**config.mk**
```make
export PLATFORM = sky130hd
export DESIGN_NAME = vfc_mesh_ctrl
export DESIGN_NICKNAME = d
export VERILOG_FILES = /design/src/hw/rtl/vfc_pkg.sv /design/src/hw/rtl/vfc_mesh_ctrl.sv
export SDC_FILE = /design/constraint.sdc
export NUM_CORES = 1
export LEC_CHECK = 0
export ABC_AREA = 1
export BUFFER_PORTS_ARGS = -buffer_cell sky130_fd_sc_hd__buf_2
export CAP_MARGIN = 20
export CORE_MARGIN = 10
export CORE_UTILIZATION = 53
export DETAILED_ROUTE_END_ITERATION = 8
export PLACE_DENSITY = 0.87
export SLEW_MARGIN = 15
export SYNTH_ARGS = -nofsm -noshare
export SYNTH_HDL_FRONTEND = slang
export SYNTH_SLANG_ARGS = --single-unit
```
**constraint.sdc**
```tcl
create_clock -name clock -period 3.7 [get_ports clock]
set_input_delay 0.37 -clock clock [delete_from_list [all_inputs] [get_ports clock]]
set_output_delay 0.37 -clock clock [all_outputs]
set_load 0.02 [all_outputs]
```
**src/hw/rtl/vfc_pkg.sv**
```systemverilog
// Shared types and constants for the voxel face culler.
// Depends on nothing; every other RTL file imports it.
`default_nettype none

package vfc_pkg;

   localparam int DEF_CHUNK_WIDTH = 16;
   localparam int DEF_CHUNK_TALL  = 256;
   localparam int DEF_TYPE_BITS   = 8;

   localparam int COUNT_BITS  = 19;
   localparam int VERTEX_BITS = 21;
   localparam int NUM_DIRS    = 6;

   typedef enum logic {
      FUNC_WRITE = 1'b0,
      FUNC_EMIT  = 1'b1
   } func_type;

   typedef enum logic [2:0] {
      DIR_TOP    = 3'd0,
      DIR_BOTTOM = 3'd1,
      DIR_RIGHT  = 3'd2,
      DIR_LEFT   = 3'd3,
      DIR_FRONT  = 3'd4,
      DIR_BACK   = 3'd5
   } face_dir_type;

   typedef enum logic [1:0] {
      ST_IDLE,
      ST_READ,
      ST_LAST,
      ST_EMIT
   } ctrl_state_type;

   // Control strobes of the cell store ports.
   typedef struct packed {
      logic wr_en;
      logic rd_en;
   } mem_ctl_type;

   // One face record as it leaves the sequencer.
   typedef struct packed {
      logic [3:0]             x;
      logic [7:0]             y;
      logic [3:0]             z;
      face_dir_type           dir;
      logic [7:0]             block;
      logic [VERTEX_BITS-1:0] base;
      logic                   last;
   } face_type;

endpackage

`default_nettype wire

```
**src/hw/rtl/vfc_mesh_ctrl.sv**
```systemverilog
// Request sequencer: store writes, the seven reads of a mesh request, face count
// and face selection. Depends on vfc_pkg.
`default_nettype none

module vfc_mesh_ctrl #(
   parameter int CHUNK_WIDTH = 16,
   parameter int CHUNK_TALL  = 256,
   parameter int TYPE_BITS   = 8,
   parameter int ADDR_BITS   = 16
) (
   input  wire                          clock,
   input  wire                          reset,
   input  wire                          start,
   output logic                         busy,
   input  wire                          req_func,
   input  wire   [3:0]                  req_cell_x,
   input  wire   [7:0]                  req_cell_y,
   input  wire   [3:0]                  req_cell_z,
   input  wire                          req_cell_active,
   input  wire   [7:0]                  req_cell_type,
   input  wire                          req_restart_mesh,
   output vfc_pkg::mem_ctl_type         mem_ctl,
   output logic  [ADDR_BITS-1:0]        wr_addr,
   output logic  [TYPE_BITS:0]          wr_data,
   output logic  [ADDR_BITS-1:0]        rd_addr,
   input  wire   [TYPE_BITS:0]          rd_data,
   output logic                         face_emit,
   output vfc_pkg::face_type            face
);
   import vfc_pkg::*;

   localparam int WIDE_BITS = TYPE_BITS + 8;
   localparam logic [2:0] LAST_IDX = 3'(NUM_DIRS);

   ctrl_state_type          state_ff, state_in;
   logic [3:0]              x_ff, x_in;
   logic [7:0]              y_ff, y_in;
   logic [3:0]              z_ff, z_in;
   logic [2:0]              rd_idx_ff, rd_idx_in;
   logic [2:0]              chk_idx_ff;
   logic                    chk_vld_ff;
   logic                    act_ff;
   logic [TYPE_BITS-1:0]    type_ff;
   logic [NUM_DIRS-1:0]     open_ff;
   logic [NUM_DIRS-1:0]     mask_ff, mask_in;
   logic [COUNT_BITS-1:0]   count_ff, count_in;

   logic                    req_in_chunk;
   logic                    accept;
   logic [NUM_DIRS-1:0]     oob;
   logic [4:0]              nx;
   logic [8:0]              ny;
   logic [4:0]              nz;
   logic [WIDE_BITS-1:0]    type_wide_wr;
   logic [WIDE_BITS-1:0]    type_wide_rd;
   logic [NUM_DIRS-1:0]     emit_mask;
   logic [2:0]              sel_dir;

   assign req_in_chunk = (32'(req_cell_x) < CHUNK_WIDTH) && (32'(req_cell_y) < CHUNK_TALL)
                         && (32'(req_cell_z) < CHUNK_WIDTH);
   assign accept = start && (state_ff == ST_IDLE);
   assign busy   = (state_ff != ST_IDLE);

   // Writes go straight to the store in the cycle they are taken.
   assign type_wide_wr = WIDE_BITS'(req_cell_type);
   assign wr_data      = {req_cell_active, type_wide_wr[TYPE_BITS-1:0]};
   assign wr_addr      = ADDR_BITS'((32'(req_cell_x) * CHUNK_TALL + 32'(req_cell_y))
                                    * CHUNK_WIDTH + 32'(req_cell_z));

   // Neighbors that fall off the chunk are always open; their read goes to the cell itself and is ignored.
   assign oob[DIR_TOP]    = (32'(y_ff) + 32'd1) >= CHUNK_TALL;
   assign oob[DIR_BOTTOM] = (y_ff == 8'd0);
   assign oob[DIR_RIGHT]  = (32'(x_ff) + 32'd1) >= CHUNK_WIDTH;
   assign oob[DIR_LEFT]   = (x_ff == 4'd0);
   assign oob[DIR_FRONT]  = (32'(z_ff) + 32'd1) >= CHUNK_WIDTH;
   assign oob[DIR_BACK]   = (z_ff == 4'd0);

   // Read address: the cell itself at index zero, then one neighbor per index.
   always_comb begin
      nx = 5'(x_ff);
      ny = 9'(y_ff);
      nz = 5'(z_ff);
      if (rd_idx_ff != 3'd0) begin
         unique case (face_dir_type'(rd_idx_ff - 3'd1))
            DIR_TOP:    ny = 9'(y_ff) + 9'd1;
            DIR_BOTTOM: ny = 9'(y_ff) - 9'd1;
            DIR_RIGHT:  nx = 5'(x_ff) + 5'd1;
            DIR_LEFT:   nx = 5'(x_ff) - 5'd1;
            DIR_FRONT:  nz = 5'(z_ff) + 5'd1;
            DIR_BACK:   nz = 5'(z_ff) - 5'd1;
            default: ;
         endcase
         if (oob[rd_idx_ff - 3'd1]) begin
            nx = 5'(x_ff);
            ny = 9'(y_ff);
            nz = 5'(z_ff);
         end
      end
      rd_addr = ADDR_BITS'((32'(nx) * CHUNK_TALL + 32'(ny)) * CHUNK_WIDTH + 32'(nz));
   end

   // Lowest open face goes first.
   always_comb begin
      emit_mask = mask_ff;
      sel_dir   = 3'd0;
      for (int i = NUM_DIRS - 1; i >= 0; i--) begin
         if (emit_mask[i]) begin
            sel_dir = 3'(i);
         end
      end
   end

   assign type_wide_rd = WIDE_BITS'(type_ff);

   always_comb begin
      state_in      = state_ff;
      x_in          = x_ff;
      y_in          = y_ff;
      z_in          = z_ff;
      rd_idx_in     = rd_idx_ff;
      mask_in       = mask_ff;
      count_in      = count_ff;
      mem_ctl.wr_en = 1'b0;
      mem_ctl.rd_en = 1'b0;
      face_emit     = 1'b0;
      face.x        = x_ff;
      face.y        = y_ff;
      face.z        = z_ff;
      face.dir      = face_dir_type'(sel_dir);
      face.block    = type_wide_rd[7:0];
      face.base     = {count_ff, 2'b00};
      face.last     = ((mask_ff & (mask_ff - 6'd1)) == '0);
      unique case (state_ff)
         ST_IDLE: begin
            if (accept && req_in_chunk) begin
               if (req_func == FUNC_WRITE) begin
                  mem_ctl.wr_en = 1'b1;
               end else begin
                  state_in  = ST_READ;
                  x_in      = req_cell_x;
                  y_in      = req_cell_y;
                  z_in      = req_cell_z;
                  rd_idx_in = 3'd0;
                  if (req_restart_mesh) begin
                     count_in = '0;
                  end
               end
            end
         end
         ST_READ: begin
            mem_ctl.rd_en = 1'b1;
            rd_idx_in     = rd_idx_ff + 3'd1;
            if (rd_idx_ff == LAST_IDX) begin
               state_in = ST_LAST;
            end
         end
         ST_LAST: begin
            // The back neighbor is still on the read port, so its flag is taken live.
            state_in          = ST_EMIT;
            mask_in           = open_ff;
            mask_in[DIR_BACK] = oob[DIR_BACK] | ~rd_data[TYPE_BITS];
         end
         ST_EMIT: begin
            if (!act_ff || mask_ff == '0) begin
               state_in = ST_IDLE;
            end else begin
               face_emit = 1'b1;
               count_in  = count_ff + 19'd1;
               mask_in   = mask_ff & (mask_ff - 6'd1);
               if (face.last) begin
                  state_in = ST_IDLE;
               end
            end
         end
         default: state_in = ST_IDLE;
      endcase
   end

   always_ff @(posedge clock) begin
      if (reset) begin
         state_ff   <= ST_IDLE;
         count_ff   <= '0;
         chk_vld_ff <= 1'b0;
      end else begin
         state_ff   <= state_in;
         count_ff   <= count_in;
         chk_vld_ff <= mem_ctl.rd_en;
      end
   end

   always_ff @(posedge clock) begin
      x_ff       <= x_in;
      y_ff       <= y_in;
      z_ff       <= z_in;
      rd_idx_ff  <= rd_idx_in;
      mask_ff    <= mask_in;
      chk_idx_ff <= rd_idx_ff;
      if (chk_vld_ff) begin
         if (chk_idx_ff == 3'd0) begin
            act_ff  <= rd_data[TYPE_BITS];
            type_ff <= rd_data[TYPE_BITS-1:0];
         end else begin
            open_ff[chk_idx_ff - 3'd1] <= oob[chk_idx_ff - 3'd1] | ~rd_data[TYPE_BITS];
         end
      end
   end

endmodule

`default_nettype wire

```
==> impl_metrics.env, run 1 <==
export IMPL_status="finished clean"
export IMPL_cts_tree="built"
export IMPL_power_mw=4.08
export IMPL_critical_path_slowest_cell="edfxtp_1"
export IMPL_cts_buffers=9
export IMPL_clock_latency_ns=0.34
export IMPL_finalMaxSlewViolations=0
export IMPL_path_clk_slew_ns=0.08
export IMPL_synthTopCellsByCount="nand2_1 (138), inv_1 (82), nor2_1 (54), edfxtp_1 (39), nand3_1 (36)"
export IMPL_worstMarginPinSlew_ns=0.816
export IMPL_power_leakage_nw=2.67
export IMPL_finalCriticalPeriod_ns=3.52
export IMPL_r2r_start="emit_mask[0]"
export IMPL_initial_core_util=0.553
export IMPL_grt_overflow_total=0
export IMPL_cts_sinks=64
export IMPL_skew_ns=0.0104
export IMPL_vias=4448
export IMPL_fin_cells=829
export IMPL_synth_simple_gate_area_frac=0.318
export IMPL_syn_inst=606
export IMPL_crit_family="simple AND/OR/NAND/NOR gates"
export IMPL_hp_class="primary input to flip-flop"
export IMPL_grt_start_max_net_pins=17
export IMPL_dr_pass1_iters=7
export IMPL_crit_buf_inv=5
export IMPL_ys_top_cells_by_area="edfxtp_1 (25%), nand2_1 (11%), dfxtp_1 (11%)"
export IMPL_synth_top_cell_area_share=0.254
export IMPL_hold_path_endpoint="type_ff[3]"
export IMPL_ys_seq_elements=64
export IMPL_synth_top_family_by_area="simple AND/OR/NAND/NOR gates"
export IMPL_register_area_sq_um=1670
export IMPL_ant_nets=0
export IMPL_synth_flop_cell="edfxtp_1"
export IMPL_rows=33
export IMPL_clock_root_buffer="clkbuf_8"
export IMPL_routedWlPerCell_um=14.5
export IMPL_via_per_inst=5.37
export IMPL_num_fill_cells=659
export IMPL_synth_edf_count=39
export IMPL_htree_num_levels=3
export IMPL_synthAdderAreaFrac=0.0695
export IMPL_yosysMostFrequentCell="nand2_1"
export IMPL_port_buffer_count=112
export IMPL_min_path_cells=1
export IMPL_wl_met3_um=913
export IMPL_synth_seq_area_share=0.362
export IMPL_met1_length_mm=5.10
export IMPL_power_density_nw_per_um2=740
export IMPL_coreArea_sq_um=8340
export IMPL_multi_input_area_sq_um=2440
export IMPL_end_kind="primary output"
export IMPL_ys_types=45
export IMPL_clock_path_buffers=2
export IMPL_wl_met2_mm=5.80
export IMPL_area_growth_pct=19.5
export IMPL_initialDrtViolationCount=305
export IMPL_cp_arrival_ns=3.15
export IMPL_setup_viol=0
export IMPL_pin_count=133
export IMPL_timing_slew_headroom=0.449
export IMPL_maxCapViolCount=0
export IMPL_placed_cells=794
export IMPL_die_x_um=113
export IMPL_min_delay_start="rd_data[3]"
export IMPL_die_area_sq_um=12800
export IMPL_final_nets=783
export IMPL_max_freq_mhz=284
export IMPL_final_layout_size_suffix_gt1_frac=0.307
export IMPL_rrSetupSlack_ns=1.48
export IMPL_r2r_end="count_ff[6]"
export IMPL_syn_area_sq_um=4610
export IMPL_crit_type="flip-flop to primary output"
export IMPL_slowest_delay_ns=0.42
export IMPL_top_layer="met4"
export IMPL_synth_xor_area_frac=0.0342
export IMPL_r2r_cells=13
export IMPL_worstPathMaxFanout=6
export IMPL_ys_warn_count=0
export IMPL_dp_hpwl_mm=9.40
export IMPL_cp_start_kind="flip-flop"
export IMPL_yosysTopAreaCell="edfxtp_1"
export IMPL_drc=0
export IMPL_worstPathCellList="inv_2 > ha_4 > inv_1 > nand2_2 > nand2_4 > nand2_2 > inv_1 > a22oi_1 > nor2_2 > ha_2 > ha_4 > nand2_1 > inv_1 > nand3_1 > nor2_2 > nand4_1 > nand2_1 > nand2_1 > buf_2"
export IMPL_gp_congestion=0.959
export IMPL_antenna_cells=0
export IMPL_peakVddDrop_uv=442
export IMPL_chipHeight_um=113
export IMPL_fin_crit_sh=0.951
export IMPL_hold_violations=0
export IMPL_routed_wirelength_mm=12.1
export IMPL_avgSynthCellArea_sq_um=7.61
export IMPL_synth_compound_area_frac=0.0871
export IMPL_required_ns=3.33
export IMPL_synthArstFlopShare=0
export IMPL_antenna_found_initial=0
export IMPL_synth_mux_area_frac=0
export IMPL_grt_pass1_vias=4128
export IMPL_grt_total_usage=0.172
export IMPL_grt_pass1_wl_mm=18.9
report_power, final:
| group | internal (mW) | total [mW] | switching, mW |
|---|---|---|---|
| clock network | 0.332 | 0.626 | 0.294 |
| registers | 0.893 | 0.983 | 0.0901 |
| logic | 0.848 | 2.47 | 1.62 |
sequential cells by signal (all words and copies together), names as in the netlist:
register and count:
count_ff 19, type_ff 8, y_ff 8, emit_mask 6, open_ff 5, x_ff 4
z_ff 4, chk_idx_ff 3, rd_idx_ff 3, state_ff 2, act_ff 1, chk_vld_ff 1
layout make-up:
class | instances | share of cell area
sequential | 64 | 0.303
multi-input combinational | 423 | 0.443
clock inverter | 5 | 0.00794
tap | 105 | 0.0238
inverter | 88 | 0.0604
clock buffer | 11 | 0.0315
timing repair buffer | 133 | 0.130
metal layers:
layer	GRT usage	vias to the layer above
li1	-	2184
met1	0.204	2047
met2	0.295	189
met3	0.0544	28
met4	0.0448	0
met5	0	-
how the worst max path moves through the flow:
stage                  end    startpoint  depth (start not counted)  slack, ns
4_1_cts        rd_addr[15]       y_ff[0]                         21       0.02
2_1_floorplan  rd_addr[10]  rd_idx_ff[0]                         17       0.54
6_report       rd_addr[15]  rd_idx_ff[0]                         19       0.18
3_3_place_gp   rd_addr[14]  rd_idx_ff[0]                         19       0.43
3_5_place_dp   rd_addr[15]  rd_idx_ff[0]                         19       0.16
5_1_grt        rd_addr[15]       z_ff[0]                         20      -0.05
placed cells by master, fill, tap and decap left out, types with 5 or more instances in the layout:
master,n
nor2_1,51
clkbuf_8,9
xor2_1,13
inv_1,75
inv_2,12
o21ai_0,23
edfxtp_1,39
nand2_1,132
dfxtp_1,25
a21oi_1,26
buf_4,20
ha_1,18
nand3_2,5
nor2_2,9
nand3_1,35
nor3_1,16
buf_2,113
nand2_2,21
nand4_1,18
xnor2_1,5
cell families after synthesis:
family,Yosys count
AOI/OAI and AO/OA,69
DFF,64
and+or+nand+nor,308
adders and majority gates,25
xor gates and xnor gates,18
buffers and inverters,121
other,1
per-stage QoR:
stage	utilization	area [sq um]	hold WS [ns]	setup TNS [ns]	setup slack, ns
after global placement	0.607	5060	0.444	0	0.426
after floorplan	-	4620	0.411	0	0.542
after detailed placement	0.608	5070	0.453	0	0.161
after global routing	0.661	5510	0.186	-0.0454	-0.0454
final	0.661	5510	0.209	0	0.182
after CTS	0.635	5300	0.202	0	0.0191
timing repair:
action | CTS | global route
gates cloned | 0 | 1
pin swaps | 0 | 7
hold buffers | 0 | 0
endpoints found under the setup margin | 4 | 8
resized for setup | 2 | 25
setup buffers | 1 | 17
hold endpoints to repair | 0 | 0
No activity file was read; power rests on OpenSTA's default activity.
==> inputs of run 2 (changes only) <==
- ABC_AREA: 1 -> not set
- CORE_UTILIZATION: 53 -> 52
==> run 2 against run 1 <==
- the flow now finishes with violations (negative setup slack)
- count of clock-buffer cells in the layout decreased by 2
- setup slack got worse by 0.34 ns
- sequential share of layout area decreased by 0.64 points
- clock skew increased by 0.0014 ns
- combinational power decreased by 28%
- non-clock buffer count increased by 30
- highest routed layer unchanged
- register-to-register slack got worse by 0.47 ns
- synthesized cell count decreased by 22%
==> impl_metrics.env, run 2 <==
export IMPL_status="finished, violations left"
export IMPL_violations="negative setup slack"
export IMPL_hp_class="primary input to flip-flop"
export IMPL_r2r_cells=8
export IMPL_grt_total_usage=0.192
export IMPL_num_fill_cells=625
export IMPL_clock_path_buffers=2
export IMPL_power_leakage_nw=2.46
export IMPL_port_buffer_count=112
export IMPL_ys_seq_elements=64
export IMPL_vias=4053
export IMPL_finalCriticalPeriod_ns=3.86
export IMPL_path_clk_slew_ns=0.08
export IMPL_ys_warn_count=0
export IMPL_syn_inst=473
export IMPL_synthTopCellsByCount="nor2_1 (50), edfxtp_1 (39), nand2_1 (38), buf_4 (28), inv_1 (26)"
export IMPL_coreArea_sq_um=8180
export IMPL_clock_latency_ns=0.36
export IMPL_ys_types=73
export IMPL_worstMarginPinSlew_ns=0.804
export IMPL_max_freq_mhz=259
export IMPL_worst_slack_ns=-0.159
export IMPL_synth_edf_count=39
export IMPL_initial_core_util=0.533
export IMPL_worstPathCellList="buf_4 > buf_4 > or4_1 > nor4_2 > a22oi_1 > a211oi_1 > o22a_1 > and3_4 > nand4_1 > xnor2_2 > buf_4"
export IMPL_slowest_delay_ns=0.61
export IMPL_cts_sinks=64
export IMPL_timing_slew_headroom=0.458
export IMPL_setup_viol=8
export IMPL_avgSynthCellArea_sq_um=9.21
export IMPL_grt_overflow_total=0
export IMPL_met1_length_mm=4.91
export IMPL_cts_tree="built"
export IMPL_gp_congestion=0.949
export IMPL_cp_start_kind="flip-flop"
export IMPL_end_kind="primary output"
export IMPL_top_layer="met4"
export IMPL_ys_top_cells_by_area="edfxtp_1 (27%), dfxtp_1 (11%), ha_1 (6.9%)"
export IMPL_critical_path_slowest_cell="or4_1"
export IMPL_dr_pass1_iters=5
export IMPL_crit_type="flip-flop to primary output"
export IMPL_hold_violations=0
export IMPL_antenna_cells=0
export IMPL_worstPathMaxFanout=7
export IMPL_dp_hpwl_mm=9.50
export IMPL_yosysMostFrequentCell="nor2_1"
export IMPL_finalMaxSlewViolations=0
export IMPL_required_ns=3.33
export IMPL_die_x_um=112
export IMPL_rrSetupSlack_ns=1.01
export IMPL_pin_count=133
export IMPL_area_growth_pct=29.2
export IMPL_routed_wirelength_mm=12.6
export IMPL_drc=0
export IMPL_cpMostUsedCell="buf_4"
export IMPL_syn_area_sq_um=4360
export IMPL_final_common_cell="buf_2"
export IMPL_cp_arrival_ns=3.49
export IMPL_synth_seq_area_share=0.384
export IMPL_skew_ns=0.0118
export IMPL_fin_crit_sh=1.04
export IMPL_wl_met3_um=886
export IMPL_ant_nets=0
export IMPL_wl_met2_mm=6.54
export IMPL_regMostFlops="count_ff"
export IMPL_die_area_sq_um=12400
export IMPL_peakVddDrop_uv=300
export IMPL_htree_num_levels=3
export IMPL_grt_pass1_vias=4201
export IMPL_antenna_found_initial=0
export IMPL_rows=33
export IMPL_synth_flop_cell="edfxtp_1"
export IMPL_maxCapViolCount=0
export IMPL_via_per_inst=5.68
export IMPL_chipHeight_um=112
export IMPL_place_ws_ns=-0.0701
export IMPL_power_mw=3.32
export IMPL_grt_start_max_net_pins=20
export IMPL_power_density_nw_per_um2=590
export IMPL_r2r_start="emit_mask[2]"
export IMPL_grt_setup_unrepaired="yes"
export IMPL_reg_top3="count_ff (19), type_ff (8), y_ff (8)"
export IMPL_routedWlPerCell_um=17.7
export IMPL_initialDrtViolationCount=292
export IMPL_final_cell_mix="buf_2 (104), buf_4 (55), nor2_1 (49)"
export IMPL_synth_top_cell_area_share=0.269
export IMPL_clock_root_buffer="clkbuf_8"
export IMPL_r2r_end="count_ff[13]"
export IMPL_final_nets=668
export IMPL_grt_pass1_wl_mm=20.2
export IMPL_yosysTopAreaCell="edfxtp_1"
export IMPL_cp_endpoint="rd_addr[15]"
export IMPL_synthArstFlopShare=0
export IMPL_final_layout_size_suffix_gt1_frac=0.366
export IMPL_cts_buffers=9
export IMPL_largest_register_ffs=19
export IMPL_startpoint="y_ff[0]"
[run 2: cell types whose count changed after synthesis, moves of 9 or more]
cell / change
and3_1: +9
nand3_1: -15
inv_1: -56
nand2_2: -15
xnor2_1: +12
a21oi_1: -12
nand2_1: -100
nand4_1: -12
[run 2: report_power, final]
part | leakage (nW) | internal, mW | switching, mW
clock | 0.0979 | 0.310 | 0.301
combinational | 1.80 | 0.733 | 1.04
sequential | 0.561 | 0.858 | 0.0828
[run 2: worst min path at each step]
stage                            start            end  slack, ns  cells after the start
final                       rd_data[4]     type_ff[4]       0.18                      1
after global routing        rd_data[4]     type_ff[4]       0.17                      1
after CTS                   rd_data[4]     type_ff[4]       0.18                      1
after detailed placement  count_ff[18]   count_ff[18]       0.50                      2
after global placement     count_ff[6]    count_ff[6]       0.48                      2
after floorplan           rd_idx_ff[2]  chk_idx_ff[2]       0.37                      0
[run 2: repair_timing]
action                     in CTS  in global routing
hold buffers                    0                  0
resized for setup              26                 14
buffers inserted                9                  5
setup endpoints to repair       8                  8
pin swaps                      14                 17
[run 2: per-stage QoR]
step	util	TNS, ns	instances	instance area [sq um]	hold slack (ns)
floorplan	-	-0.248	474	4490	0.371
global placement	0.630	0	684	5150	0.481
detailed placement	0.630	-0.131	684	5150	0.500
CTS	0.676	-0.936	709	5530	0.182
global route	0.689	-1.73	714	5630	0.172
finish	0.689	-0.805	714	5630	0.181
[run 2: cells by family (layout without fill, tap and decap cells)]
kind of cell               count (synthesis)  in the layout  share of synthesized area
AOI/OAI and AO/OA                         85             85                      0.145
xor gates and xnor gates                  36             36                     0.0741
other                                      1              2                   0.000861
buffers and inverters                     70            205                     0.0913
adders and majority gates                 26             26                     0.0758
and+or+nand+nor                          185            185                      0.215
muxes                                      6              6                     0.0141
DFF                                       64             64                      0.384
[run 2: area by class of cell]
class	count	area (sq um)	area share
clock inverters	7	67.6	0.0120
clock buffers	9	124	0.0220
well taps	105	131	0.0233
repair buffers	163	978	0.174
inverters	26	97.6	0.0173
multi-input cells	340	2560	0.455
flip-flops and latches	64	1670	0.297
[run 2: metal layers]
metal | vias up | global-route usage
met4 | 0 | 0.0668
met3 | 32 | 0.0537
met1 | 1924 | 0.210
met2 | 173 | 0.349
li1 | 1924 | -
met5 | - | 0
[run 2: worst max-delay path, delay by kind of cell, from the launching register on]
kind	cells	cell delay (ns)
simple gates	4	1.22
compound gates	3	0.82
buf+inv	3	0.49
flops	1	0.41
xor+xnor	1	0.19
==> inputs of run 3 (changes only) <==
- RECOVER_POWER: not set -> 25
==> run 3 against run 2 <==
- the run still ends with negative setup slack left
- flip-flop and latch count is the same
- fmax increased by 0.22%
- register-to-register slack is essentially flat
- critical path depth rose by 4
- first-iteration DRC count is 8.2% lower
- non-clock buffer count unchanged
- power is 0.15% lower
- sequential share of layout area grew 0.13 points
- cell area is 0.44% lower
- setup slack improved by 0.0087 ns
- clock power about the same
- sequential power about the same
==> impl_metrics.env, run 3 (synthesis gave the netlist of run 2 again) <==
export IMPL_slowest_delay_ns=0.39
export IMPL_required_ns=3.33
export IMPL_violations="negative setup slack"
export IMPL_initial_core_util=0.533
export IMPL_crit_family="simple AND/OR/NAND/NOR gates"
export IMPL_port_buffer_count=112
export IMPL_hp_class="primary input to flip-flop"
export IMPL_end_kind="primary output"
export IMPL_routed_wirelength_mm=12.6
export IMPL_cts_buffers=9
export IMPL_min_path_cells=1
export IMPL_rrSetupSlack_ns=1.01
export IMPL_hold_violations=0
export IMPL_crit_type="flip-flop to primary output"
export IMPL_vias=4084
export IMPL_worst_slack_ns=-0.151
export IMPL_r2r_start="emit_mask[2]"
export IMPL_met1_length_mm=4.95
export IMPL_pin_count=133
export IMPL_dr_pass1_iters=5
export IMPL_worstPathCellList="inv_1 > ha_1 > nor4b_1 > a211o_1 > o311a_1 > or3_4 > nor2_2 > ha_2 > ha_4 > and2_4 > o221ai_4 > or2_4 > o21ba_4 > nor3_4 > buf_6"
export IMPL_fin_hold_ws_ns=0.184
export IMPL_maxCapViolCount=0
export IMPL_finalCriticalPeriod_ns=3.85
export IMPL_fin_area_sq_um=5610
export IMPL_clock_path_buffers=2
export IMPL_final_common_cell="buf_2"
export IMPL_peakVddDrop_uv=300
export IMPL_placed_cells=684
export IMPL_final_layout_size_suffix_gt1_frac=0.340
export IMPL_cp_arrival_ns=3.48
export IMPL_power_density_nw_per_um2=591
export IMPL_timing_slew_headroom=0.459
export IMPL_cts_sinks=64
export IMPL_skew_ns=0.0116
export IMPL_antenna_found_initial=0
export IMPL_rows=33
export IMPL_grt_total_usage=0.192
export IMPL_path_clk_slew_ns=0.08
export IMPL_die_x_um=112
export IMPL_grt_start_max_net_pins=20
export IMPL_setup_viol=8
export IMPL_wl_met2_mm=6.54
export IMPL_critical_path_slowest_cell="edfxtp_1"
export IMPL_clock_latency_ns=0.36
export IMPL_final_nets=668
export IMPL_routedWlPerCell_um=17.7
export IMPL_r2r_end="count_ff[13]"
export IMPL_grt_overflow_total=0
export IMPL_chipHeight_um=112
export IMPL_antenna_cells=0
export IMPL_cts_hold_buf=0
export IMPL_gp_congestion=0.949
export IMPL_hold_path_endpoint="type_ff[4]"
export IMPL_cp_start_kind="flip-flop"
export IMPL_grt_setup_unrepaired="yes"
export IMPL_cts_tree="built"
export IMPL_coreArea_sq_um=8180
export IMPL_dp_hpwl_mm=9.50
export IMPL_grt_pass1_wl_mm=20.2
export IMPL_final_cell_mix="buf_2 (90), buf_4 (53), nor2_1 (49)"
export IMPL_crit_buf_inv=2
export IMPL_top_layer="met4"
export IMPL_regMostFlops="count_ff"
export IMPL_max_freq_mhz=260
export IMPL_initialDrtViolationCount=268
export IMPL_finalMaxSlewViolations=0
export IMPL_power_leakage_nw=2.41
export IMPL_worstMarginPinSlew_ns=0.803
export IMPL_wl_met3_um=844
export IMPL_status="finished, violations left"
export IMPL_area_growth_pct=28.7
export IMPL_min_delay_start="rd_data[4]"
export IMPL_via_per_inst=5.72
export IMPL_grt_pass1_vias=4201
export IMPL_largest_register_ffs=19
export IMPL_fin_crit_sh=1.04
export IMPL_clock_root_buffer="clkbuf_8"
export IMPL_fin_cells=714
export IMPL_reg_top3="count_ff (19), type_ff (8), y_ff (8)"
export IMPL_r2r_cells=8
export IMPL_htree_num_levels=3
export IMPL_dpl_cell_area_sq_um=5150
export IMPL_worstPathMaxFanout=4
export IMPL_ant_nets=0
export IMPL_die_area_sq_um=12400
export IMPL_drc=0
-- run 3: worst max-delay path by stage --
stage                        from          end  slack, ns  cells after the start
after global placement    y_ff[0]  rd_addr[12]       0.10                     15
after detailed placement  y_ff[0]  rd_addr[12]      -0.07                     15
final                     z_ff[0]  rd_addr[10]      -0.15                     15
after CTS                 y_ff[1]  rd_addr[12]      -0.21                     15
after global routing      y_ff[1]  rd_addr[10]      -0.27                     15
after floorplan           y_ff[0]  rd_addr[12]      -0.11                     16
-- run 3: worst reg2reg max path, cell delays in order, from the launching register on --
cell and delay, ns:
edfxtp_1 0.48, or4_1 0.61, o311ai_1 0.46, a22oi_1 0.29
nand4_1 0.25, nor2_1 0.15, nand3_1 0.13, xor2_1 0.15
nor2_1 0.06
-- run 3: report_power, final --
group	switching [mW]	internal, mW
Clock	0.300	0.310
Sequential	0.0828	0.858
Combinational	1.04	0.726
Total	1.42	1.89
-- run 3: timing repair --
| action | 4_1_cts | 5_1_grt |
|---|---|---|
| pin swaps | 14 | 17 |
| buffers inserted | 9 | 5 |
| endpoints found under the setup margin | 8 | 8 |
| resized for setup | 26 | 14 |
-- run 3: routing by layer --
layer	vias to the layer above	track usage
met5	-	0
met4	0	0.0668
met3	32	0.0537
met2	177	0.349
met1	1951	0.210
li1	1924	-
-- run 3: area by class of cell --
type,count,area (sq um)
inverter,26,97.6
fill,642,2570
timing repair buffer,163,953
tap,105,131
multi-input combinational,340,2560
clock inverter,7,67.6
clock buffer,9,124
sequential,64,1670
-- run 3: per-stage QoR --
step / setup slack [ns] / power, mW / TNS [ns] / utilization
4_1_cts: -0.211 / 3.25 / -0.936 / 0.676
3_3_place_gp: 0.102 / 2.47 / 0 / 0.630
6_report: -0.151 / 3.32 / -0.782 / 0.686
2_1_floorplan: -0.111 / 2.07 / -0.248 / -
5_1_grt: -0.272 / 3.50 / -1.73 / 0.686
3_5_place_dp: -0.0701 / 2.54 / -0.131 / 0.630
